<file path="config.mk">
export PLATFORM = sky130hd
export DESIGN_NAME = acpi_rsdp_scanner
export DESIGN_NICKNAME = d
export VERILOG_FILES = /design/src/rtl/acpi_rsdp_pkg.sv /design/src/rtl/acpi_rsdp_scanner.sv
export SDC_FILE = /design/constraint.sdc
export NUM_CORES = 1
export LEC_CHECK = 0
export BUFFER_PORTS_ARGS = -buffer_cell sky130_fd_sc_hd__clkbuf_2
export CAP_MARGIN = 20
export CORE_MARGIN = 2
export CORE_UTILIZATION = 45
export DETAILED_ROUTE_END_ITERATION = 10
export SETUP_SLACK_MARGIN = 0.4
export SLEW_MARGIN = 20
export SYNTH_ARGS = -nofsm -noshare
export SYNTH_HDL_FRONTEND = slang
export SYNTH_SLANG_ARGS = --single-unit
</file>
<file path="constraint.sdc">
create_clock -name clk -period 12.2 [get_ports clk]
set_input_delay 1.22 -clock clk [delete_from_list [all_inputs] [get_ports clk]]
set_output_delay 1.22 -clock clk [all_outputs]
set_load 0.05 [all_outputs]
</file>
<file path="src/rtl/acpi_rsdp_pkg.sv">
// ----------------------------------------------------------------------------
// ACPI RSDP scanner package
// Window geometry, signature bytes and register widths shared by the scanner
// and its checker.
// ----------------------------------------------------------------------------
package acpi_rsdp_pkg;

    localparam int WIN_LEN  = 36;   // bytes in one RSDP structure (revision 2)
    localparam int BASE_LEN = 20;   // bytes covered by the revision 0 checksum
    localparam int REV_OFS  = 15;   // offset of the revision byte
    localparam int RSDT_OFS = 16;   // offset of the 32-bit RSDT address
    localparam int SIG_LEN  = 8;

    localparam int FILL_W   = 6;
    localparam logic [FILL_W-1:0] FILL_FULL = FILL_W'(WIN_LEN);

    localparam int REGION_W = 20;
    localparam logic [REGION_W-1:0] REGION_END_RESET = 20'hFFFFF;

    localparam logic [7:0] MIN_EXT_REVISION = 8'd2;

    // "RSD PTR " in memory order.
    localparam logic [7:0] SIG_BYTES [SIG_LEN] = '{
        8'h52, 8'h53, 8'h44, 8'h20, 8'h50, 8'h54, 8'h52, 8'h20
    };

    // Index 0 holds the oldest byte of the window.
    typedef logic [7:0] window_t [WIN_LEN];

    // Output tuser bit positions.
    localparam int USER_FOUND = 0;
    localparam int USER_DONE  = 1;
    localparam int OUT_USER_W = 2;

endpackage

</file>
<file path="src/rtl/acpi_rsdp_scanner.sv">
// ----------------------------------------------------------------------------
// ACPI RSDP scanner
// Searches a stream of memory bytes for the first valid RSDP structure.
// ----------------------------------------------------------------------------
// Usage:
//   The slave channel carries one memory byte per transfer with its address;
//   addresses must rise by one per transfer. A tuser bit of 1 restarts the
//   search: the 36-byte window and the done flag are cleared before that
//   byte is taken. Every input transfer yields exactly one output transfer,
//   in order. The output reports whether this byte completed the first valid
//   RSDP, the sticky done flag, and the start address, revision and RSDT
//   address of the last structure found (zero before any match).
//   The cfg channel writes region_end and is always ready; write it only
//   while no item is in flight.
//   An input transfer is captured in the input register and then, when the
//   output register is free, processed into the output register. One item is
//   taken per cycle while the receiver keeps up: the window shift and the
//   running checksum updates form one register-to-register step. An input
//   register and an output register decouple the two sides, so a stalled
//   receiver backs up into the input register and then drops s_tready. Reset
//   clears the window, both sums, the flags and the held results.
// ----------------------------------------------------------------------------
module acpi_rsdp_scanner
    import acpi_rsdp_pkg::*;
#(
    parameter int ADDR_BITS = 20
) (
    input  logic                  clk,
    input  logic                  rst_n,

    input  logic                  s_tvalid,
    output logic                  s_tready,
    // s_tdata: data_byte[7:0], byte_address[ADDR_BITS+7:8], zero padding
    input  logic [((8+ADDR_BITS+7)/8)*8-1:0] s_tdata,
    // s_tuser: restart
    input  logic                  s_tuser,

    output logic                  m_tvalid,
    input  logic                  m_tready,
    // m_tdata: rsdp_address[ADDR_BITS-1:0], revision (8), rsdt_address (32),
    // zero padding
    output logic [((ADDR_BITS+40+7)/8)*8-1:0] m_tdata,
    // m_tuser: found, search_done
    output logic [OUT_USER_W-1:0] m_tuser,

    input  logic                  cfg_valid,
    output logic                  cfg_ready,
    input  logic [REGION_W-1:0]   cfg_data
);

    localparam int OUT_W = ((ADDR_BITS + 40 + 7) / 8) * 8;
    localparam int CMP_W = ((ADDR_BITS > REGION_W) ? ADDR_BITS : REGION_W) + 1;

    // Configuration
    logic [REGION_W-1:0] region_end_reg;

    // Input register
    logic                 item_valid_reg, item_valid_next;
    logic [7:0]           item_data_reg;
    logic [ADDR_BITS-1:0] item_addr_reg;
    logic                 item_restart_reg;

    // Scan state
    window_t              window_reg, window_next;
    logic [7:0]           sum20_reg, sum20_next;
    logic [7:0]           sum36_reg, sum36_next;
    logic [FILL_W-1:0]    fill_reg, fill_next;
    logic                 found_flag_reg, found_flag_next;

    // Output register and held results
    logic                 out_valid_reg, out_valid_next;
    logic                 out_found_reg, out_found_next;
    logic [ADDR_BITS-1:0] held_addr_reg, held_addr_next;
    logic [7:0]           held_rev_reg, held_rev_next;
    logic [31:0]          held_rsdt_reg, held_rsdt_next;

    logic s_accept, advance, process;

    window_t              base_win;
    logic [7:0]           base_sum20, base_sum36;
    logic [FILL_W-1:0]    base_fill;
    logic                 base_found;
    logic                 sig_ok, in_region, hit;
    logic [ADDR_BITS-1:0] start_addr;

    assign cfg_ready = 1'b1;

    assign advance  = !out_valid_reg || m_tready;
    assign process  = item_valid_reg && advance;
    assign s_tready = !item_valid_reg || advance;
    assign s_accept = s_tvalid && s_tready;

    always_comb
    begin
        if (s_accept)
            item_valid_next = 1'b1;
        else if (process)
            item_valid_next = 1'b0;
        else
            item_valid_next = item_valid_reg;
    end

    // A restart clears the state as seen by the byte that carries it.
    always_comb
    begin
        if (item_restart_reg)
        begin
            for (int i = 0; i < WIN_LEN; i++)
                base_win[i] = 8'h00;
            base_sum20 = 8'h00;
            base_sum36 = 8'h00;
            base_fill  = '0;
            base_found = 1'b0;
        end
        else
        begin
            base_win   = window_reg;
            base_sum20 = sum20_reg;
            base_sum36 = sum36_reg;
            base_fill  = fill_reg;
            base_found = found_flag_reg;
        end
    end

    // Shift in the new byte and update the running sums by what enters and
    // leaves each span, so no adder tree over the window is needed.
    always_comb
    begin
        for (int i = 0; i < WIN_LEN - 1; i++)
            window_next[i] = base_win[i+1];
        window_next[WIN_LEN-1] = item_data_reg;
        sum20_next = base_sum20 - base_win[0] + base_win[BASE_LEN];
        sum36_next = base_sum36 - base_win[0] + item_data_reg;
        fill_next  = (base_fill == FILL_FULL) ? base_fill : base_fill + 1'b1;
    end

    always_comb
    begin
        sig_ok = 1'b1;
        for (int i = 0; i < SIG_LEN; i++)
            if (window_next[i] != SIG_BYTES[i])
                sig_ok = 1'b0;
    end

    assign start_addr = item_addr_reg - ADDR_BITS'(WIN_LEN - 1);
    assign in_region  = (CMP_W'(start_addr) + CMP_W'(WIN_LEN)) < CMP_W'(region_end_reg);

    assign hit = !base_found && (fill_next == FILL_FULL) && sig_ok && in_region
              && (sum20_next == 8'h00)
              && ((window_next[REV_OFS] < MIN_EXT_REVISION) || (sum36_next == 8'h00));

    assign found_flag_next = base_found || hit;

    always_comb
    begin
        if (process)
            out_valid_next = 1'b1;
        else if (m_tready)
            out_valid_next = 1'b0;
        else
            out_valid_next = out_valid_reg;
        out_found_next = hit;
        if (hit)
        begin
            held_addr_next = start_addr;
            held_rev_next  = window_next[REV_OFS];
            held_rsdt_next = {window_next[RSDT_OFS+3], window_next[RSDT_OFS+2],
                              window_next[RSDT_OFS+1], window_next[RSDT_OFS]};
        end
        else
        begin
            held_addr_next = held_addr_reg;
            held_rev_next  = held_rev_reg;
            held_rsdt_next = held_rsdt_reg;
        end
    end

    always_ff @(posedge clk or negedge rst_n)
    begin
        if (!rst_n)
            region_end_reg <= REGION_END_RESET;
        else if (cfg_valid && cfg_ready)
            region_end_reg <= cfg_data;
    end

    always_ff @(posedge clk or negedge rst_n)
    begin
        if (!rst_n)
            item_valid_reg <= 1'b0;
        else
            item_valid_reg <= item_valid_next;
    end

    always_ff @(posedge clk)
    begin
        if (s_accept)
        begin
            item_data_reg    <= s_tdata[7:0];
            item_addr_reg    <= s_tdata[8 +: ADDR_BITS];
            item_restart_reg <= s_tuser;
        end
    end

    always_ff @(posedge clk or negedge rst_n)
    begin
        if (!rst_n)
        begin
            for (int i = 0; i < WIN_LEN; i++)
                window_reg[i] <= 8'h00;
            sum20_reg      <= 8'h00;
            sum36_reg      <= 8'h00;
            fill_reg       <= '0;
            found_flag_reg <= 1'b0;
            out_found_reg  <= 1'b0;
            held_addr_reg  <= '0;
            held_rev_reg   <= 8'h00;
            held_rsdt_reg  <= 32'h0;
        end
        else if (process)
        begin
            window_reg     <= window_next;
            sum20_reg      <= sum20_next;
            sum36_reg      <= sum36_next;
            fill_reg       <= fill_next;
            found_flag_reg <= found_flag_next;
            out_found_reg  <= out_found_next;
            held_addr_reg  <= held_addr_next;
            held_rev_reg   <= held_rev_next;
            held_rsdt_reg  <= held_rsdt_next;
        end
    end

    always_ff @(posedge clk or negedge rst_n)
    begin
        if (!rst_n)
            out_valid_reg <= 1'b0;
        else
            out_valid_reg <= out_valid_next;
    end

    assign m_tvalid            = out_valid_reg;
    assign m_tuser[USER_FOUND] = out_found_reg;
    assign m_tuser[USER_DONE]  = found_flag_reg;
    assign m_tdata             = OUT_W'({held_rsdt_reg, held_rev_reg, held_addr_reg});

endmodule

</file>
## After elaboration in Yosys (flattened, before gate mapping)

Cells that the tools add are included.

| operators by class | value |
|---|---|
| add/sub/neg operators | 7 |
| $lt $le $gt $ge | 2 |
| equality and inequality tests | 10 |
| muxes and demuxes | 18 |
| reductions and logical operators | 19 |

Operators with widths:

| operator | count |
|---|---|
| 288-bit 2-to-1 mux | 1 |
| 8-bit by 7-bit inequality test with 1-bit output (second input constant) | 6 |
| 20-bit by 6-bit adder with 21-bit output (second input constant) | 1 |
| 21-bit by 20-bit < comparator with 1-bit output | 1 |
| 20-bit by 6-bit subtractor with 20-bit output (second input constant) | 1 |
| 8-bit adder | 2 |
| 8-bit zero test | 2 |
| 8-bit 2-to-1 mux | 2 |
| 8-bit by 6-bit inequality test with 1-bit output (second input constant) | 2 |
| 8-bit subtractor | 2 |
| 1-bit 2-to-1 mux | 13 |
| 6-bit equality test (second input constant) | 2 |
| 6-bit 2-to-1 mux | 2 |
| 8-bit by 2-bit < comparator with 1-bit output (second input constant) | 1 |
| 1-bit logical AND | 7 |
| 6-bit by 1-bit adder with 6-bit output (second input constant) | 1 |
| 1-bit logical OR | 4 |
| 2-bit nonzero test | 2 |
| 1-bit zero test | 3 |
| 2-bit AND reduction | 1 |

| word-level totals | value |
|---|---|
| bits in registers | 423 |
| input port bits | 58 |
| output and inout port bits | 69 |

## Longest topological paths before layout

| logic depth | value |
|---|---|
| word-level depth | 15 |
| depth in mapped cells | 20 |
| depth with buffers taken out | 16 |

## Worst setup path after synthesis

OpenSTA, ideal clock, no wires.

| timing path | value |
|---|---|
| path kind | register to register |
| from | register item_addr_reg[1] |
| to | register held_addr_reg[12] |
| library setup time | 0.125 ns |
| arrival | 5.266 ns |
| setup slack | 6.809 ns |
| stages on the path, launching flop included | 20 |
| path buffers | 4 |
| cells stage by stage | edfxtp_1 > ha_1 > buf_2 > o41ai_4 > buf_4 > xor2_1 > o31ai_1 > a2111oi_2 > nand2_1 > nor3_1 > xor2_1 > ha_1 > or4bb_1 > nor4_1 > nand4_1 > or4_1 > a2111oi_2 > buf_6 > buf_6 > mux2_4 |

| on the way | value |
|---|---|
| cells in the longest elaborated chain, start to end | 7 |

Ends and longest elaborated chain:

| element | RTL line | source |
|---|---|---|
| start, declared | acpi_rsdp_scanner.sv:60 | `logic [ADDR_BITS-1:0] item_addr_reg;` |
| start signal, assigned | acpi_rsdp_scanner.sv:199 | `item_addr_reg <= s_tdata[8 +: ADDR_BITS];` |
| 20-bit by 6-bit subtractor with 20-bit output (*) | acpi_rsdp_scanner.sv:145 | `assign start_addr = item_addr_reg - ADDR_BITS'(WIN_LEN - 1);` |
| 20-bit by 6-bit adder with 21-bit output | acpi_rsdp_scanner.sv:146 | `assign in_region = (CMP_W'(start_addr) + CMP_W'(WIN_LEN)) < CMP_W'(region_end_reg);` |
| 21-bit by 20-bit < comparator with 1-bit output | acpi_rsdp_scanner.sv:146 |  |
| 1-bit logical AND | acpi_rsdp_scanner.sv:148 | `assign hit = !base_found && (fill_next == FILL_FULL) && sig_ok && in_region` |
| 1-bit logical AND | acpi_rsdp_scanner.sv:149 | `&& (sum20_next == 8'h00)` |
| 1-bit logical AND | acpi_rsdp_scanner.sv:150 | `&& ((window_next[REV_OFS] < MIN_EXT_REVISION) \|\| (sum36_next == 8'h00));` |
| 2-bit AND reduction (no line) | - |  |
| end signal, assigned | acpi_rsdp_scanner.sv:227 | `held_addr_reg <= held_addr_next;` |
| end, declared | acpi_rsdp_scanner.sv:73 | `logic [ADDR_BITS-1:0] held_addr_reg, held_addr_next;` |

Mark *: on every way between the ends. The rest lies on a longest branch, timed or not.
A chain may end at the register's enable or synchronous reset.

## Final worst setup path

| timing path | value |
|---|---|
| from | register item_addr_reg[0] |
| to | register held_rsdt_reg[15] |

| on the way | value |
|---|---|
| cells in the longest elaborated chain, start to end | 7 |

Ends and longest elaborated chain:

| element | RTL line | source |
|---|---|---|
| 20-bit by 6-bit subtractor with 20-bit output | acpi_rsdp_scanner.sv:145 |  |
| 20-bit by 6-bit adder with 21-bit output | acpi_rsdp_scanner.sv:146 |  |
| 21-bit by 20-bit < comparator with 1-bit output | acpi_rsdp_scanner.sv:146 |  |
| 1-bit logical AND | acpi_rsdp_scanner.sv:148 |  |
| 1-bit logical AND | acpi_rsdp_scanner.sv:149 |  |
| 1-bit logical AND | acpi_rsdp_scanner.sv:150 |  |
| 2-bit AND reduction (no line) | - |  |
| end signal, assigned | acpi_rsdp_scanner.sv:229 | `held_rsdt_reg <= held_rsdt_next;` |
| end, declared | acpi_rsdp_scanner.sv:75 | `logic [31:0] held_rsdt_reg, held_rsdt_next;` |

No other way between the ends.

==> summary.txt <==
Status = complete, no violations
Crit Reg-Reg Endpoint = held_rsdt_reg[15]
Number of global-route vias before repair = 13.87k
Starting density of the core = 0.4552
Hold Buf Count CTS = 0
Critical path, cell by cell = ha_1 -> o41ai_4 -> xor2_1 -> o31ai_1 -> a2111oi_2 -> nand2_1 -> nor3_1 -> xor2_1 -> ha_1 -> or4bb_1 -> nor4_1 -> nand4_1 -> or4_1 -> a2111oi_4 -> buf_6 -> mux2_1
Post-Place Worst Slack = 5.304 ns
Gate power share = 0.106
Synth unique cells = 78
Leak = 10.87 nW
IO Count = 127
Post-cts sizing count = 0
DRC = 0
Most common cell after layout, fill and taps aside = nand2_1
Worst path bufs/invs = 1
Overall Power = 0.003220 W
Cell Area, Synth = 20090 um2
Setup bufs post-CTS = 0
PortBufs = 117
Sw Pwr = 0.0008245 W
Die Ht = 215.3 um
CTS Buffer Depth = 3
Syn. warnings = 0
HPWL after DPL = 26300 um
Hold Crit Depth = 2
Internal power = 0.002395 W
Most frequent cells in the layout = 560 x nand2_1, 374 x dfrtp_1, 193 x nand3b_1
All-layer global routing usage = 0.1876
Area growth, synth to finish = 12.10%
Crit share post-route = 0.5417
FF-to-FF path depth = 16
DR pass1 iterations = 5
Critical setup path kind = reg2reg
Clock share of power = 0.427
Max_cap viols = 0
Routability cong. = 0.8707
RR Startpoint = item_addr_reg[0]
Hold Vio Cnt, Final = 0
Share of cells above drive strength 1 = 0.1223
CORE AREA = 44120 um2
Worst path max stage delay = 0.81 ns
CTS buffer count = 46
H-tree depth = 2
Worst Clk Skew = 0.01756 ns
Post-layout minimum cycle time = 6.609 ns
Via Count = 13.85k
Reg clk slew, reported paths = 0.06 ns
Hold endpoint = window_reg[281]
Final max-slew violation count = 0
Arrival @ worst endpoint = 7.07 ns
Setup Viol. Count Final = 0
Root Driver = clkbuf_16
NumNets Final = 2192
Max FO, Critical Path = 62
Pwr dens = 143.0 nW/um2
WL final = 42430 um
DIE AREA = 46340 um2
Max reg flops = 288
Yosys reg bits = 423
Post-synth EDFFs = 29
Initial antenna violation count = 0
CP Data Required Time = 12.66 ns
Drt initial violations = 1168
Total gr overflow = 0
CP top delay family = compound AO/OA/AOI/OAI gates
Rel. slew slack = 0.2618
Setup ws final = 5.591 ns
Worst-margin pin slew = 1.107 ns
Worst Hold Launch = window_reg[281]
Fraction of registers with async set/reset = 0.9314
# rows = 77
Max Freq = 151.3 MHz
Main synth FF type = dfrtp_1
Synth Area per Inst = 9.871 um2
ANT nets after route = 0
CP Launch Type = flop
CTS tree = built
Via density = 5.110
Post-synthesis instance total = 2035
Largest net degree at the start of global routing = 258
Hold Crit Class = reg2reg
Switching Share = 0.2561
Worst VDD drop = 0.00009973 V
RSZ-0062 raised after global routing = false
Setup crit end kind = flop
Post-DR wirelength/cell = 15.65 um
Setup TNS = 0 ns
Clk sink count = 423
Post-synthesis sequential area ratio = 0.5354
Die W = 215.3 um
Slowest-stage cell, CP = o41ai_4
First-pass GRT wire length = 71790 um
Flop-to-flop setup slack = 5.59 ns
Seq pwr share = 0.467
Clock Latency Late Sink = 0.58 ns
## cell type report
class / instances / area (um2)
well taps: 592 / 740.7
repair buffers: 130 / 734.5
multi-input cells: 1380 / 8398
clock buffers: 72 / 1390
flip-flops and latches: 423 / 10760
diodes: 1 / 2.502
clock inverters: 13 / 120.1
inverters: 100 / 375.4
fillers: 4108 / 21610
## cell families after synthesis
logic type      synth area share
other cells            0.0003739
buf+inv                  0.04815
mux                      0.03756
flops                     0.5354
simple gates              0.2520
xor+xnor                 0.02074
compound gates           0.06746
fa+ha+maj                0.03825
## metrics by stage
step | cell area [um2] | instances | utilization | hold WS (ns)
2_1_floorplan | 20100 | 2038 | - | 0.4309
3_3_place_gp | 20980 | 2624 | 0.4755 | 0.4405
3_5_place_dp | 20980 | 2624 | 0.4755 | 0.4479
4_1_cts | 22490 | 2709 | 0.5097 | 0.4612
5_1_grt | 22510 | 2710 | 0.5102 | 0.4723
6_report | 22520 | 2711 | 0.5103 | 0.4548
## power by group through the flow
stage	Clock, W	Sequential [W]	Combinational (W)
finish	0.00138	0.00150	0.000340
CTS	0.00142	0.00150	0.000345
floorplan	0	0.00151	0.000257
detailed placement	0	0.00153	0.000343
global route	0.00148	0.00151	0.000388
global placement	0	0.00153	0.000336
## cell usage after synthesis (4+ instances only)
library cell	count	area, um2
nand2_1	561	2106
dfrtp_1	374	9359
nand3b_1	193	1449
o21ai_0	134	670.6
clkbuf_1	108	405.4
nand2b_1	108	675.7
inv_1	100	375.4
mux2i_1	48	480.5
ha_1	39	488.0
xnor2_1	30	262.8
edfxtp_1	29	870.8
a21oi_1	25	125.1
nor2_1	24	90.09
dfstp_2	20	525.5
nor3_1	18	90.09
nor2b_1	15	93.84
xor2_1	15	131.4
fa_1	14	280.3
mux2_4	13	195.2
buf_4	12	90.09
nor4b_1	11	96.34
nand4_1	10	62.56
nor4_1	10	62.56
buf_2	8	40.04
nand3_1	8	40.04
a211oi_1	5	37.54
and2_1	5	31.28
mux2_2	5	56.30
or3_1	5	31.28
a21o_1	4	30.03
a31oi_1	4	25.02
buf_6	4	45.04
o21a_1	4	30.03
o21bai_1	4	30.03
o31ai_1	4	30.03
## routing by layer
metal	wire, um	part of all wire	global-route usage	vias up
met1	20040	0.47	0.2687	6800
met2	19840	0.47	0.2971	201
met5	0	0	0	-
met3	1654	0.039	0.03156	58
met4	895	0.021	0.04805	0
li1	-	-	-	6795
## worst max path at each step
stage | start | to | slack [ns] | cells past startpoint
3_3_place_gp | item_addr_reg[0] | held_rsdt_reg[7] | 5.33 | 16
6_report | item_addr_reg[0] | held_rsdt_reg[15] | 5.59 | 16
2_1_floorplan | item_addr_reg[1] | held_addr_reg[12] | 6.81 | 19
4_1_cts | item_addr_reg[0] | held_rsdt_reg[15] | 5.28 | 16
5_1_grt | item_addr_reg[0] | held_rsdt_reg[15] | 5.07 | 16
3_5_place_dp | item_addr_reg[0] | held_rsdt_reg[15] | 5.30 | 16
## worst min-delay path: stages (launching register included)
cell and delay, ns:
dfrtp_1 0.33, nand2_1 0.05, nand2_1 0.05
Note: power is estimated with default switching activity, not from simulation.
